### config.mk
export PLATFORM = sky130hd
export DESIGN_NAME = wspr_symbol_encoder_core_flat
export DESIGN_NICKNAME = d
export VERILOG_FILES = /design/src/wse_pkg.sv /design/src/wse_ifs.sv /design/src/wse_char_decode.sv /design/src/wse_mac.sv /design/src/wspr_symbol_encoder_core.sv /design/src/flat_wrapper.sv
export SDC_FILE = /design/constraint.sdc
export NUM_CORES = 1
export LEC_CHECK = 0
export BUFFER_PORTS_ARGS = -buffer_cell sky130_fd_sc_hd__buf_2
export CELL_PAD_IN_SITES_DETAIL_PLACEMENT = 0
export CELL_PAD_IN_SITES_GLOBAL_PLACEMENT = 1
export CORE_MARGIN = 1
export CORE_UTILIZATION = 35
export CTS_CLUSTER_DIAMETER = 100
export DETAILED_ROUTE_END_ITERATION = 8
export PLACE_DENSITY = 0.63
export SYNTH_ARGS = -nofsm -noshare
export SYNTH_HDL_FRONTEND = slang
export SYNTH_SLANG_ARGS = --single-unit
### constraint.sdc
create_clock -name clk -period 21.1 [get_ports clk]
set_input_delay 5.275 -clock clk [delete_from_list [all_inputs] [get_ports clk]]
set_output_delay 5.275 -clock clk [all_outputs]
set_load 0.01 [all_outputs]
### src/wse_pkg.sv
`default_nettype none
package wse_pkg;

  localparam int unsigned SYMBOL_COUNT = 162;

  localparam logic [31:0] POLY_FIRST  = 32'hF2D05351;
  localparam logic [31:0] POLY_SECOND = 32'hE4613C47;

  // Sync vector, position 0 first.
  localparam logic [0:161] SYNC_PATTERN = {
    32'b11000000_10001110_00100101_11100000,
    32'b00100101_00000010_11001101_00011010,
    32'b00011010_10101001_00101100_01101010,
    32'b00100000_10010011_10110011_01000111,
    32'b00000101_00110000_00011010_11000110,
    2'b00
  };

  typedef logic [27:0] acc_t;
  typedef logic [21:0] locpwr_t;
  typedef logic [49:0] message_t;

  typedef enum logic [1:0] {
    REG_CALLSIGN = 2'd0,
    REG_LOCATOR  = 2'd1,
    REG_POWER    = 2'd2
  } reg_index_t;

  typedef enum logic [2:0] {
    ST_IDLE,
    ST_PACK,
    ST_COUNT,
    ST_SHIFT,
    ST_DONE
  } state_t;

  typedef enum logic [3:0] {
    STEP_N0, STEP_N1, STEP_N2, STEP_N3, STEP_N4, STEP_N5,
    STEP_M0, STEP_M1, STEP_M2, STEP_M3, STEP_M4
  } mac_step_t;

  typedef struct packed {
    logic       bad;
    logic [5:0] value;
  } char_code_t;

  typedef struct packed {
    logic [5:0][5:0] call;
    logic [3:0][5:0] loc;
    logic            bad;
  } char_set_t;

  function automatic char_code_t char_value(input logic [7:0] c);
    char_code_t r;
    r.bad   = 1'b0;
    r.value = 6'd0;
    if (c >= 8'h30 && c <= 8'h39) begin
      r.value = 6'(c - 8'h30);
    end else if (c >= 8'h41 && c <= 8'h5A) begin
      r.value = 6'(c - 8'h41 + 8'd10);
    end else if (c == 8'h20) begin
      r.value = 6'd36;
    end else begin
      r.bad = 1'b1;
    end
    return r;
  endfunction

  function automatic logic [7:0] reverse8(input logic [7:0] x);
    logic [7:0] r;
    for (int k = 0; k < 8; k++) begin
      r[7-k] = x[k];
    end
    return r;
  endfunction

endpackage
`default_nettype wire

### src/wse_ifs.sv
`default_nettype none
interface wse_req_if;
  logic       valid;
  logic       ready;
  logic [7:0] symbol_position;
  modport source(output valid, output symbol_position, input ready);
  modport sink(input valid, input symbol_position, output ready);
endinterface

interface wse_res_if;
  logic       valid;
  logic       ready;
  logic [1:0] channel_symbol;
  logic       bad_character;
  modport source(output valid, output channel_symbol, output bad_character, input ready);
  modport sink(input valid, input channel_symbol, input bad_character, output ready);
endinterface

interface wse_cfg_if;
  logic        valid;
  logic        ready;
  logic [1:0]  index;
  logic [47:0] data;
  modport source(output valid, output index, output data, input ready);
  modport sink(input valid, input index, input data, output ready);
endinterface
`default_nettype wire

### src/wse_char_decode.sv
`default_nettype none
module wse_char_decode (
  input  wire logic [47:0]        callsign_text,
  input  wire logic [31:0]        locator_text,
  output wse_pkg::char_set_t      chars
);

  wse_pkg::char_code_t call_code [6];
  wse_pkg::char_code_t loc_code [4];

  always_comb begin
    chars.bad = 1'b0;
    for (int k = 0; k < 6; k++) begin
      call_code[k]  = wse_pkg::char_value(callsign_text[8*(5-k) +: 8]);
      chars.call[k] = call_code[k].value;
      chars.bad     = chars.bad | call_code[k].bad;
    end
    for (int k = 0; k < 4; k++) begin
      loc_code[k]  = wse_pkg::char_value(locator_text[8*(3-k) +: 8]);
      chars.loc[k] = loc_code[k].value;
      chars.bad    = chars.bad | loc_code[k].bad;
    end
  end

endmodule
`default_nettype wire

### src/wse_mac.sv
`default_nettype none
module wse_mac (
  input  wire wse_pkg::acc_t acc,
  input  wire logic [7:0]    mult,
  input  wire wse_pkg::acc_t addend,
  output wse_pkg::acc_t      result
);

  logic [35:0] product;

  // Everything downstream is taken modulo 2^28 or less, so the product wraps.
  assign product = acc * mult;
  assign result  = product[27:0] + addend;

endmodule
`default_nettype wire

### src/wspr_symbol_encoder_core.sv
`default_nettype none
// WSPR channel symbol encoder. Write the callsign, locator and power registers while idle,
// then request any of the 162 positions; each request returns one 4-FSK tone and the
// invalid-character flag. A request runs on one shared multiply-add unit that packs the
// call and locator/power words, then a counter walks the bit-reversed interleaver indices
// below the reversed position, then the coder register shifts in message bits up to the
// message bit index (half the coded bit's index), then the done state loads the output
// register once it is free. The next request is taken only after that, back in idle.
// Requests for an invalid message or a position past 161 go straight to the done state,
// which loads tone 0. The result waits in an output register, so a new request is taken
// while it is unclaimed.
module wspr_symbol_encoder_core (
  input  wire logic clk,
  input  wire logic rst,
  wse_cfg_if.sink   cfg,
  wse_req_if.sink   req,
  wse_res_if.source res
);

  logic [47:0] callsign_text;
  logic [31:0] locator_text;
  logic [5:0]  power_dbm;

  wse_pkg::char_set_t chars;

  wse_pkg::state_t    state, state_next;
  wse_pkg::mac_step_t step, step_next;
  wse_pkg::acc_t      acc, acc_next;
  wse_pkg::acc_t      call_word, call_word_next;
  wse_pkg::locpwr_t   locpwr_word, locpwr_word_next;
  wse_pkg::message_t  message, message_next;
  logic [7:0]         pos, pos_next;
  logic               zero_sym, zero_sym_next;
  logic [7:0]         scan, scan_next;
  logic [7:0]         coded_index, coded_index_next;
  logic [6:0]         shift_count, shift_count_next;
  logic [31:0]        conv, conv_next;
  logic               out_valid, out_valid_next;
  logic [1:0]         out_symbol, out_symbol_next;
  logic               out_bad, out_bad_next;

  logic [7:0]         mac_mult;
  wse_pkg::acc_t      mac_addend;
  wse_pkg::acc_t      mac_result;
  logic [31:0]        poly;

  assign cfg.ready = 1'b1;

  always_ff @(posedge clk) begin
    if (rst) begin
      callsign_text <= '0;
      locator_text  <= '0;
      power_dbm     <= '0;
    end else if (cfg.valid) begin
      unique case (wse_pkg::reg_index_t'(cfg.index))
        wse_pkg::REG_CALLSIGN: callsign_text <= cfg.data;
        wse_pkg::REG_LOCATOR:  locator_text  <= cfg.data[31:0];
        wse_pkg::REG_POWER:    power_dbm     <= cfg.data[5:0];
        default: ;
      endcase
    end
  end

  wse_char_decode u_decode (
    .callsign_text(callsign_text),
    .locator_text (locator_text),
    .chars        (chars)
  );

  // Packing schedule: N = c0, *36+c1, *10+c2, *27+c3-10 ...; M is rewritten as
  // ((10-l0)*10 + 179-l2)*18 + l1-10, *10+l3, *128+power+64, all modulo the word width.
  always_comb begin
    unique case (step)
      wse_pkg::STEP_N0: begin
        mac_mult   = 8'd0;
        mac_addend = wse_pkg::acc_t'(chars.call[0]);
      end
      wse_pkg::STEP_N1: begin
        mac_mult   = 8'd36;
        mac_addend = wse_pkg::acc_t'(chars.call[1]);
      end
      wse_pkg::STEP_N2: begin
        mac_mult   = 8'd10;
        mac_addend = wse_pkg::acc_t'(chars.call[2]);
      end
      wse_pkg::STEP_N3: begin
        mac_mult   = 8'd27;
        mac_addend = wse_pkg::acc_t'(chars.call[3]) - wse_pkg::acc_t'(10);
      end
      wse_pkg::STEP_N4: begin
        mac_mult   = 8'd27;
        mac_addend = wse_pkg::acc_t'(chars.call[4]) - wse_pkg::acc_t'(10);
      end
      wse_pkg::STEP_N5: begin
        mac_mult   = 8'd27;
        mac_addend = wse_pkg::acc_t'(chars.call[5]) - wse_pkg::acc_t'(10);
      end
      wse_pkg::STEP_M0: begin
        mac_mult   = 8'd0;
        mac_addend = wse_pkg::acc_t'(10) - wse_pkg::acc_t'(chars.loc[0]);
      end
      wse_pkg::STEP_M1: begin
        mac_mult   = 8'd10;
        mac_addend = wse_pkg::acc_t'(179) - wse_pkg::acc_t'(chars.loc[2]);
      end
      wse_pkg::STEP_M2: begin
        mac_mult   = 8'd18;
        mac_addend = wse_pkg::acc_t'(chars.loc[1]) - wse_pkg::acc_t'(10);
      end
      wse_pkg::STEP_M3: begin
        mac_mult   = 8'd10;
        mac_addend = wse_pkg::acc_t'(chars.loc[3]);
      end
      wse_pkg::STEP_M4: begin
        mac_mult   = 8'd128;
        mac_addend = wse_pkg::acc_t'(power_dbm) + wse_pkg::acc_t'(64);
      end
      default: begin
        mac_mult   = 8'd0;
        mac_addend = '0;
      end
    endcase
  end

  wse_mac u_mac (
    .acc   (acc),
    .mult  (mac_mult),
    .addend(mac_addend),
    .result(mac_result)
  );

  assign poly = coded_index[0] ? wse_pkg::POLY_SECOND : wse_pkg::POLY_FIRST;

  always_ff @(posedge clk) begin
    if (rst) begin
      state     <= wse_pkg::ST_IDLE;
      out_valid <= 1'b0;
    end else begin
      state     <= state_next;
      out_valid <= out_valid_next;
    end
  end

  always_ff @(posedge clk) begin
    step        <= step_next;
    acc         <= acc_next;
    call_word   <= call_word_next;
    locpwr_word <= locpwr_word_next;
    message     <= message_next;
    pos         <= pos_next;
    zero_sym    <= zero_sym_next;
    scan        <= scan_next;
    coded_index <= coded_index_next;
    shift_count <= shift_count_next;
    conv        <= conv_next;
    out_symbol  <= out_symbol_next;
    out_bad     <= out_bad_next;
  end

  always_comb begin
    state_next       = state;
    step_next        = step;
    acc_next         = acc;
    call_word_next   = call_word;
    locpwr_word_next = locpwr_word;
    message_next     = message;
    pos_next         = pos;
    zero_sym_next    = zero_sym;
    scan_next        = scan;
    coded_index_next = coded_index;
    shift_count_next = shift_count;
    conv_next        = conv;
    out_valid_next   = out_valid;
    out_symbol_next  = out_symbol;
    out_bad_next     = out_bad;

    if (out_valid && res.ready) begin
      out_valid_next = 1'b0;
    end

    unique case (state)
      wse_pkg::ST_IDLE: begin
        if (req.valid) begin
          pos_next      = req.symbol_position;
          zero_sym_next = chars.bad ||
                          (req.symbol_position >= 8'(wse_pkg::SYMBOL_COUNT));
          step_next     = wse_pkg::STEP_N0;
          acc_next      = '0;
          state_next    = zero_sym_next ? wse_pkg::ST_DONE : wse_pkg::ST_PACK;
        end
      end
      wse_pkg::ST_PACK: begin
        acc_next = mac_result;
        if (step == wse_pkg::STEP_N5) begin
          call_word_next = mac_result;
        end
        if (step == wse_pkg::STEP_M4) begin
          locpwr_word_next = mac_result[21:0];
          scan_next        = '0;
          coded_index_next = '0;
          state_next       = wse_pkg::ST_COUNT;
        end else begin
          step_next = wse_pkg::mac_step_t'(step + 4'd1);
        end
      end
      wse_pkg::ST_COUNT: begin
        // The coded-bit index is the number of interleaver counters below the
        // reversed position whose own reversal lands inside the frame.
        if (scan == wse_pkg::reverse8(pos)) begin
          message_next     = {call_word, locpwr_word};
          conv_next        = '0;
          shift_count_next = '0;
          state_next       = wse_pkg::ST_SHIFT;
        end else begin
          if (wse_pkg::reverse8(scan) < 8'(wse_pkg::SYMBOL_COUNT)) begin
            coded_index_next = coded_index + 8'd1;
          end
          scan_next = scan + 8'd1;
        end
      end
      wse_pkg::ST_SHIFT: begin
        // Zeros follow the 50 message bits, which gives the tail for free.
        conv_next    = {conv[30:0], message[49]};
        message_next = {message[48:0], 1'b0};
        if (shift_count == coded_index[7:1]) begin
          state_next = wse_pkg::ST_DONE;
        end else begin
          shift_count_next = shift_count + 7'd1;
        end
      end
      wse_pkg::ST_DONE: begin
        if (!out_valid || res.ready) begin
          out_valid_next  = 1'b1;
          out_symbol_next = zero_sym ? 2'b00 :
                            {^(conv & poly), wse_pkg::SYNC_PATTERN[pos]};
          out_bad_next    = chars.bad;
          state_next      = wse_pkg::ST_IDLE;
        end
      end
      default: begin
        state_next = wse_pkg::ST_IDLE;
      end
    endcase
  end

  assign req.ready          = (state == wse_pkg::ST_IDLE);
  assign res.valid          = out_valid;
  assign res.channel_symbol = out_symbol;
  assign res.bad_character  = out_bad;

endmodule
`default_nettype wire

### src/flat_wrapper.sv
// flat-port wrapper written by rule: the top's interface ports become plain ports
module wspr_symbol_encoder_core_flat 
  (clk, rst, cfg_valid, cfg_index, cfg_data, cfg_ready, req_valid, req_symbol_position, req_ready, res_valid, res_channel_symbol, res_bad_character, res_ready);
  wse_cfg_if cfg_i ();
  wse_req_if req_i ();
  wse_res_if res_i ();
  input  wire logic clk;
  input  wire logic rst;
  input wire logic [$bits(cfg_i.valid)-1:0] cfg_valid;
  input wire logic [$bits(cfg_i.index)-1:0] cfg_index;
  input wire logic [$bits(cfg_i.data)-1:0] cfg_data;
  output wire logic [$bits(cfg_i.ready)-1:0] cfg_ready;
  input wire logic [$bits(req_i.valid)-1:0] req_valid;
  input wire logic [$bits(req_i.symbol_position)-1:0] req_symbol_position;
  output wire logic [$bits(req_i.ready)-1:0] req_ready;
  output wire logic [$bits(res_i.valid)-1:0] res_valid;
  output wire logic [$bits(res_i.channel_symbol)-1:0] res_channel_symbol;
  output wire logic [$bits(res_i.bad_character)-1:0] res_bad_character;
  input wire logic [$bits(res_i.ready)-1:0] res_ready;
  assign cfg_i.valid = cfg_valid;
  assign cfg_i.index = cfg_index;
  assign cfg_i.data = cfg_data;
  assign cfg_ready = cfg_i.ready;
  assign req_i.valid = req_valid;
  assign req_i.symbol_position = req_symbol_position;
  assign req_ready = req_i.ready;
  assign res_valid = res_i.valid;
  assign res_channel_symbol = res_i.channel_symbol;
  assign res_bad_character = res_i.bad_character;
  assign res_i.ready = res_ready;
  wspr_symbol_encoder_core u_core (.clk(clk), .rst(rst), .cfg(cfg_i), .req(req_i), .res(res_i));
endmodule
==> results of run 1 <==
[routing by layer]
| metal | routed length, um | global-route usage (%) | vias to the layer above |
|---|---|---|---|
| met5 | 0 | 0 | - |
| met4 | 1180 | 4.55 | 0 |
| met3 | 2310 | 2.69 | 68 |
| met2 | 23700 | 26.8 | 294 |
| met1 | 27800 | 26.0 | 7866 |
| li1 | - | - | 7959 |
[power groups by stage]
stage          sequential (mW)  clock, mW  combinational (mW)
3_3_place_gp             0.877          0                1.84
4_1_cts                  0.865      0.634                1.88
5_1_grt                  0.873      0.654                2.13
6_report                 0.867      0.612                1.87
2_1_floorplan            0.829          0                1.39
3_5_place_dp             0.874          0                1.87
[cell families after synthesis]
kind of cell / after synthesis / share of synthesized area, %
adders and majority gates: 293 / 21.3
xor gates and xnor gates: 132 / 5.29
muxes: 23 / 1.08
DFF: 289 / 35.4
buffers and inverters: 302 / 5.35
AOI/OAI and AO/OA: 404 / 11.7
other: 1 / 0.0170
and+or+nand+nor: 910 / 19.9
[flip-flops by register name, indices dropped and copies added, names as in the netlist, 2 cells and up]
| signal | cells |
|---|---|
| u_core.coded_index | 8 |
| u_core.call_word | 28 |
| u_core.message | 50 |
| u_core.locator_text | 32 |
| u_core.pos | 8 |
| u_core.acc | 28 |
| u_core.state | 3 |
| u_core.res.channel_symbol | 2 |
| u_core.power_dbm | 6 |
| u_core.locpwr_word | 22 |
| u_core.shift_count | 7 |
| u_core.conv | 32 |
| u_core.step | 4 |
| u_core.scan | 8 |
| u_core.callsign_text | 48 |
[stage by stage]
stage                     hold slack [ps]  cells
after floorplan                       445   2354
after global placement                460   3173
after detailed placement              460   3173
after CTS                             468   3237
after global routing                  495   3238
final                                 465   3238
[worst max-delay path, delay by kind of cell (launching register included)]
family / cells / cell delay, ps
buf+inv: 2 / 150
fa+ha+maj: 7 / 2620
mux: 2 / 410
flops: 1 / 500
simple gates: 6 / 1260
compound gates: 11 / 2800
xor+xnor: 1 / 150
[cells in the final DEF (no fill, tap or decap), types with 64 or more instances in the layout]
| master | n |
|---|---|
| fa_1 | 137 |
| buf_2 | 67 |
| nand2_1 | 432 |
| xnor2_1 | 91 |
| inv_1 | 201 |
| o21ai_0 | 64 |
| a21oi_1 | 155 |
| and2_1 | 157 |
| edfxtp_1 | 199 |
| dfxtp_1 | 90 |
| ha_1 | 156 |
| nor2_1 | 125 |
[layout make-up]
type,count,area share (%)
Timing Repair Buffer,83,1.88
Clock buffer,53,4.23
Inverter,201,3.11
Tap cell,837,4.32
Multi-Input combinational cell,1763,53.9
Antenna cell,1,0.0103
Clock inverter,11,0.521
Sequential cell,289,32.1
[worst max path at each step]
stage / cells after the start / slack, ps / endpoint / from
2_1_floorplan: 26 / 13850 / u_core.acc[21] / u_core.locator_text[24]
3_3_place_gp: 29 / 13180 / u_core.acc[27] / u_core.callsign_text[8]
3_5_place_dp: 29 / 13060 / u_core.acc[27] / u_core.callsign_text[8]
4_1_cts: 29 / 13010 / u_core.acc[27] / u_core.callsign_text[8]
5_1_grt: 29 / 12530 / u_core.acc[27] / u_core.callsign_text[8]
6_report: 29 / 12930 / u_core.acc[27] / u_core.callsign_text[8]
==> results.json, run 1 <==
{
  "port_buffers": 67,
  "power.density_nw_per_um2": 138,
  "power_frac_comb_pct": 55.8,
  "async_reset_ff_share_pct": 0,
  "timing.final.crit_period_ps": 8170,
  "fill_cells": 6285,
  "pin_count": 69,
  "syn-cell-area_um2": 22000,
  "setup_slack_ps": 12930,
  "cts_num_sinks": 289,
  "synth_fp_nets": 2710,
  "die_area_um2": 63900,
  "setup_viol": 0,
  "start_util_pct": 35.5,
  "tightest_slew_ps": 1120,
  "seqCellArea_um2": 7780,
  "stdcell_area_um2": 24300,
  "dp_slack_ps": 13060,
  "rsz0062_at_grt": "false",
  "hold_end": "u_core.locator_text[22]",
  "cts_tree": "yes",
  "area_growth_syn_to_layout_pct": 10.3,
  "fin_skew_ps": 21.2,
  "place.gp.congestion": 0.880,
  "synth.area.top_cells": "edfxtp_1, fa_1, ha_1",
  "power.net_switching_mw": 1.46,
  "multi_input_area_um2": 13100,
  "postRouteAntennaNets": 0,
  "antenna_found_initial": 1,
  "worstHoldStart": "u_core.locator_text[22]",
  "clk_pin_slew_ps": 50,
  "yosysTopAreaCellShare_pct": 27.2,
  "place_area_um2": 23100,
  "crit_required_ps": 21390,
  "fin_util_pct": 39.2,
  "ys_types": 89,
  "yosysMostFrequentCell": "nand2_1",
  "fin_tns_setup_ps": 0,
  "yosys_warnings": 0,
  "layout-drive-gt1-share_pct": 7.50,
  "std_cell_rows": 91,
  "endpoint_kind": "flip-flop",
  "clockRootBuffer": "clkbuf_16",
  "period_share_pct": 38.7,
  "post_cts_buffers": 0,
  "grt_util_all_layers_pct": 17.7,
  "clk_latency_ps": 560,
  "die_x_um": 253,
  "cp_max_fo": 8,
  "grt_max_degree": 88,
  "nets": 2730,
  "ir_worst_vdd_mv": 0.0925,
  "synth_top_cell_by_area": "edfxtp_1",
  "worstSetupStartpointType": "flip-flop",
  "clockBufferDepth": 3,
  "grt_pass1_wl_mm": 89.6,
  "cp_slowest_cell": "fa_1",
  "slew_headroom_pct": 25.2,
  "pwr-share-clk_pct": 18.3,
  "cts_resized": 0,
  "vias": 16200,
  "reg2reg_slack_ps": 12930,
  "r2r_end": "u_core.acc[27]",
  "drt_pass1_iterations": 5,
  "synth_edf_count": 199,
  "cts_htree_levels": 2,
  "avgRoutedWirePerCell_um": 17.0,
  "grt_pass1_vias": 16200,
  "hpwl_mm": 40.5,
  "fmax_ghz": 0.122,
  "ys.flop_type": "edfxtp_1",
  "p_sw_share_pct": 43.5,
  "rr_startpoint": "u_core.callsign_text[8]",
  "p_int_mw": 1.89,
  "worstPathArrival_ps": 8460,
  "drcViolationCount": 0,
  "critPathKind": "flip-flop to flip-flop",
  "avgViaCountPerCell": 5.00,
  "core-area_um2": 61900,
  "yosysSeqAreaShare_pct": 35.4,
  "outcome": "finished, final reports clean",
  "hold_buffers": 0,
  "report.final.slew_viol_count": 0,
  "finalHoldViolCount": 0,
  "syn_area_per_cell_um2": 9.34,
  "totalWireLength_mm": 55.1,
  "whs_path_depth": 2,
  "dieHeight_um": 253,
  "maxCapViolCount": 0,
  "synth_common_cells": "nand2_1, inv_1, edfxtp_1",
  "grt_overflow": 0,
  "slowest_delay_ps": 520,
  "p_seq_share_pct": 25.9,
  "drt_iter0_drc": 1127,
  "ff2ff_path_depth": 29,
  "hp-class": "flip-flop to flip-flop",
  "cts_inserted_buffers": 36,
  "total_power_mw": 3.35,
  "p_leak_nw": 9.64,
  "syn_inst": 2354,
  "ys_seq_elements": 289
}
Note: power is estimated with default switching activity, not from simulation.
==> inputs of run 2 (changes only) <==
==> constraint.sdc (replaced) <==
create_clock -name clk -period 7.8 [get_ports clk]
set_input_delay 1.95 -clock clk [delete_from_list [all_inputs] [get_ports clk]]
set_output_delay 1.95 -clock clk [all_outputs]
set_load 0.01 [all_outputs]
==> run 2 against run 1 <==
  * Sequential power grew to 2.7 times the previous value
  * Largest power group unchanged
  * Clock skew is 2.0 ps higher
  * Sequential share of layout area is 0.39 points lower
  * Critical path type unchanged
==> results.json, run 2 (synthesis results as in run 1) <==
{
  "outcome": "finished, final reports clean",
  "dp.cells": 3195,
  "hp-class": "flip-flop to flip-flop",
  "std_cell_rows": 91,
  "setup_viol": 0,
  "top_register": "u_core.message",
  "hold_buffers": 0,
  "fin_tns_setup_ps": 0,
  "top_regs": "u_core.message (50), u_core.callsign_text (48)",
  "avgViaCountPerCell": 5.01,
  "worstPathArrival_ps": 7790,
  "fin_skew_ps": 23.2,
  "crit_required_ps": 8210,
  "hold_ws_ps": 471,
  "cts_num_sinks": 289,
  "endpoint_kind": "flip-flop",
  "cpMostUsedCell": "ha_1",
  "p_leak_nw": 9.83,
  "largest_reg_flops": 50,
  "slowest_delay_ps": 570,
  "power.density_nw_per_um2": 372,
  "totalWireLength_mm": 55.4,
  "finalHoldViolCount": 0,
  "grt_max_degree": 91,
  "fin_cells": 3260,
  "ir_worst_vdd_mv": 0.262,
  "dp_slack_ps": 116,
  "nets": 2756,
  "report.final.slew_viol_count": 0,
  "drt_pass1_iterations": 5,
  "total_power_mw": 9.15,
  "drt_iter0_drc": 1049,
  "setup_slack_ps": 414,
  "period_share_pct": 94.7,
  "dieHeight_um": 253,
  "cts_tree": "yes",
  "layout-drive-gt1-share_pct": 8.83,
  "postRouteAntennaNets": 0,
  "cp_slowest_cell": "or4_1",
  "vias": 16300,
  "clk_pin_slew_ps": 60,
  "slew_headroom_pct": 23.2,
  "critPathKind": "flip-flop to flip-flop",
  "seqCellArea_um2": 7780,
  "worstSetupStartpointType": "flip-flop",
  "maxCapViolCount": 0,
  "avgRoutedWirePerCell_um": 17.0,
  "clockBufferDepth": 3,
  "area_growth_syn_to_layout_pct": 11.7,
  "n_antenna_cell": 0,
  "port_buffers": 67,
  "multi_input_area_um2": 13100,
  "fmax_ghz": 0.135,
  "grt_util_all_layers_pct": 17.8,
  "cts_htree_levels": 2,
  "timing.final.crit_period_ps": 7390,
  "fill_cells": 6211,
  "hpwl_mm": 41.2,
  "pin_count": 69,
  "core-area_um2": 61900,
  "clk_latency_ps": 550,
  "grt_pass1_wl_mm": 90.7,
  "final_common_cell": "nand2_1",
  "grt_pass1_vias": 16500,
  "start_util_pct": 35.5,
  "drcViolationCount": 0,
  "place.gp.congestion": 0.837,
  "cp_max_fo": 8,
  "die_x_um": 253,
  "rsz0062_at_grt": "false",
  "antenna_found_initial": 1,
  "die_area_um2": 63900,
  "layout_common_cells": "nand2_1, inv_1, edfxtp_1",
  "grt_overflow": 0,
  "tightest_slew_ps": 1150,
  "cts_inserted_buffers": 36,
  "clockRootBuffer": "clkbuf_16"
}
[run 2: cell types whose count changed in the layout (fill, tap and decap cells not counted), moves of 2 or more]
cell       delta
clkinv_1      +4
buf_4        +24
buf_12        +2
o21ai_0       -3
clkinv_2      +2
bufinv_16     +2
clkbuf_1      -9
inv_6         -3
o21ai_1       +2
[run 2: area by class of cell]
class,count,area share (%)
timing repair buffer,109,2.75
clock buffer,45,4.09
inverter,201,3.07
tap,837,4.26
sequential,289,31.7
clock inverter,16,0.810
multi-input combinational,1763,53.3
[run 2: worst paths after layout]
check                          startpoint                      end  slack, ps  cells after the start
hold / removal    u_core.locator_text[23]  u_core.locator_text[23]        470                      2
setup / recovery   u_core.locator_text[9]           u_core.acc[17]        410                     29
setup reg to reg   u_core.locator_text[9]           u_core.acc[17]        410                     29
hold reg to reg   u_core.locator_text[23]  u_core.locator_text[23]        470                      2
[run 2: worst max-delay path, delay by kind of cell, from the launching register on]
family	cells	cell delay (ps)
fa+ha+maj	8	2570
simple gates	7	1860
compound gates	8	1470
buf+inv	5	500
xor+xnor	1	440
flops	1	380
[run 2: stage by stage]
| stage | utilization (%) | cell area [um^2] |
|---|---|---|
| finish | 39.7 | 24600 |
| global route | 39.7 | 24600 |
| CTS | 39.5 | 24500 |
| detailed placement | 37.6 | 23300 |
| global placement | 37.6 | 23300 |
| floorplan | - | 22000 |
[run 2: power breakdown]
part	switching [mW]	internal (mW)	total [mW]
Sequential	0.203	2.14	2.34
Clock	0.666	1.05	1.71
Combinational	3.07	2.03	5.10
[run 2: timing repair]
item / in CTS / in global routing
setup endpoints to repair: 0 / 32
endpoints found under the hold margin: 0 / 0
setup buffers: 0 / 4
resized for setup: 0 / 11
[run 2: metal layers]
metal / GRT usage [%] / vias to the layer above / routed length (um)
met5: 0 / - / 13
met4: 4.45 / 2 / 1030
met3: 2.28 / 67 / 2300
met2: 27.2 / 327 / 24000
met1: 26.4 / 7940 / 28100
li1: - / 8004 / -
==> inputs of run 3 (changes only) <==
--- a/config.mk
+++ b/config.mk
@@ -5,7 +5,7 @@
 export SDC_FILE = /design/constraint.sdc
 export NUM_CORES = 1
 export LEC_CHECK = 0
-export BUFFER_PORTS_ARGS = -buffer_cell sky130_fd_sc_hd__buf_2
+export BUFFER_PORTS_ARGS = -buffer_cell sky130_fd_sc_hd__buf_4
 export CELL_PAD_IN_SITES_DETAIL_PLACEMENT = 0
 export CELL_PAD_IN_SITES_GLOBAL_PLACEMENT = 1
 export CORE_MARGIN = 1
==> run 3 against run 2 <==
  * First-iteration DRC count rose by 0.95%
  * Flip-flop and latch count unchanged
  * Fmax about the same
  * Cell area grew 0.63%
  * Total power up 0.35%
  * Largest power group unchanged
==> results.json, run 3 (synthesis results as in run 1) <==
{
  "totalWireLength_mm": 55.7,
  "timing.final.crit_period_ps": 7390,
  "clk_latency_ps": 570,
  "n_antenna_cell": 0,
  "critPathTopFamily": "adder cells",
  "fin_util_pct": 39.9,
  "worstPathArrival_ps": 7700,
  "report.final.slew_viol_count": 0,
  "period_share_pct": 94.7,
  "start_util_pct": 35.5,
  "nets": 2757,
  "crit_required_ps": 8120,
  "largest_reg_flops": 50,
  "place.gp.congestion": 0.851,
  "slowest_delay_ps": 570,
  "area_growth_syn_to_layout_pct": 12.4,
  "p_leak_nw": 9.86,
  "grt_pass1_wl_mm": 90.2,
  "hold_buffers": 0,
  "setup_viol": 0,
  "dp.cells": 3198,
  "layout_common_cells": "nand2_1, inv_1, edfxtp_1",
  "hpwl_mm": 41.4,
  "critPathKind": "flip-flop to flip-flop",
  "top_register": "u_core.message",
  "cp_slowest_cell": "or4_1",
  "cts_inserted_buffers": 36,
  "fin_tns_setup_ps": 0,
  "fin_skew_ps": 22.2,
  "grt_util_all_layers_pct": 17.8,
  "pin_count": 69,
  "hold_ws_ps": 478,
  "hp-class": "flip-flop to flip-flop",
  "antenna_found_initial": 0,
  "finalHoldViolCount": 0,
  "top_regs": "u_core.message (50), u_core.callsign_text (48)",
  "grt_max_degree": 91,
  "cts_htree_levels": 2,
  "avgRoutedWirePerCell_um": 17.1,
  "die_area_um2": 63900,
  "cts_tree": "yes",
  "port_buffers": 67,
  "rsz0062_at_grt": "false",
  "dieHeight_um": 253,
  "clockBufferDepth": 3,
  "worstSetupStartpointType": "flip-flop",
  "outcome": "finished, final reports clean",
  "drt_iter0_drc": 1059,
  "vias": 16400,
  "final_common_cell": "nand2_1",
  "reg2reg_slack_ps": 410,
  "drt_pass1_iterations": 6,
  "maxCapViolCount": 0,
  "avgViaCountPerCell": 5.02,
  "clk_pin_slew_ps": 60,
  "die_x_um": 253,
  "tightest_slew_ps": 1110,
  "core-area_um2": 61900,
  "power.density_nw_per_um2": 371,
  "grt_pass1_vias": 16500,
  "clockRootBuffer": "clkbuf_16",
  "dp_slack_ps": 187,
  "std_cell_rows": 91,
  "fin_cells": 3264,
  "fmax_ghz": 0.135,
  "endpoint_kind": "flip-flop",
  "cp_max_fo": 8,
  "setup_slack_ps": 412,
  "path_buf_inv": 4,
  "grt_overflow": 0,
  "cts_num_sinks": 289,
  "postRouteAntennaNets": 0,
  "ir_worst_vdd_mv": 0.250,
  "cpMostUsedCell": "ha_1",
  "drcViolationCount": 0,
  "layout-drive-gt1-share_pct": 9.11,
  "slew_headroom_pct": 26.1
}
## run 3: layout make-up
cell class,instances,area [um^2]
Inverter,201,754
Multi-Input combinational cell,1763,13100
Sequential cell,289,7780
Timing Repair Buffer,110,838
Clock buffer,41,950
Fill cell,6205,37200
Clock inverter,23,248
Tap cell,837,1050
## run 3: tightest hold or removal path: cells and delay by family (launching register included)
| family | cells | cell delay, ps |
|---|---|---|
| simple gates | 1 | 60 |
| compound gates | 1 | 50 |
| flops | 1 | 320 |
## run 3: per-layer routing
layer | global-route usage [%] | vias up | share of wire (%)
li1 | - | 8009 | -
met4 | 4.19 | 0 | 1.7
met2 | 27.3 | 335 | 43
met1 | 26.1 | 7971 | 50
met3 | 2.60 | 57 | 4.6
met5 | 0 | - | 0
## run 3: what timing repair did
action                     CTS  global route
setup endpoints to repair    0            40
buffers inserted             0             2
resized for setup            0            12
## run 3: final timing paths
check | end | start | depth (start not counted)
worst max-delay path | u_core.call_word[27] | u_core.locator_text[9] | 29
worst min-delay path | u_core.locator_text[22] | u_core.locator_text[22] | 2
worst max register to register | u_core.call_word[27] | u_core.locator_text[9] | 29
worst min register to register | u_core.locator_text[22] | u_core.locator_text[22] | 2
## run 3: report_power, final
part / switching [mW] / total [mW] / internal (mW)
Combinational: 3.11 / 5.14 / 2.04
Sequential: 0.199 / 2.34 / 2.14
Clock: 0.714 / 1.70 / 0.986
## run 3: per-stage QoR
stage               area (um^2)  total power [mW]
finish                    24700              9.18
global placement          23500              7.41
detailed placement        23500              7.48
floorplan                 22000              5.99
global route              24700              10.0
CTS                       24700              9.25
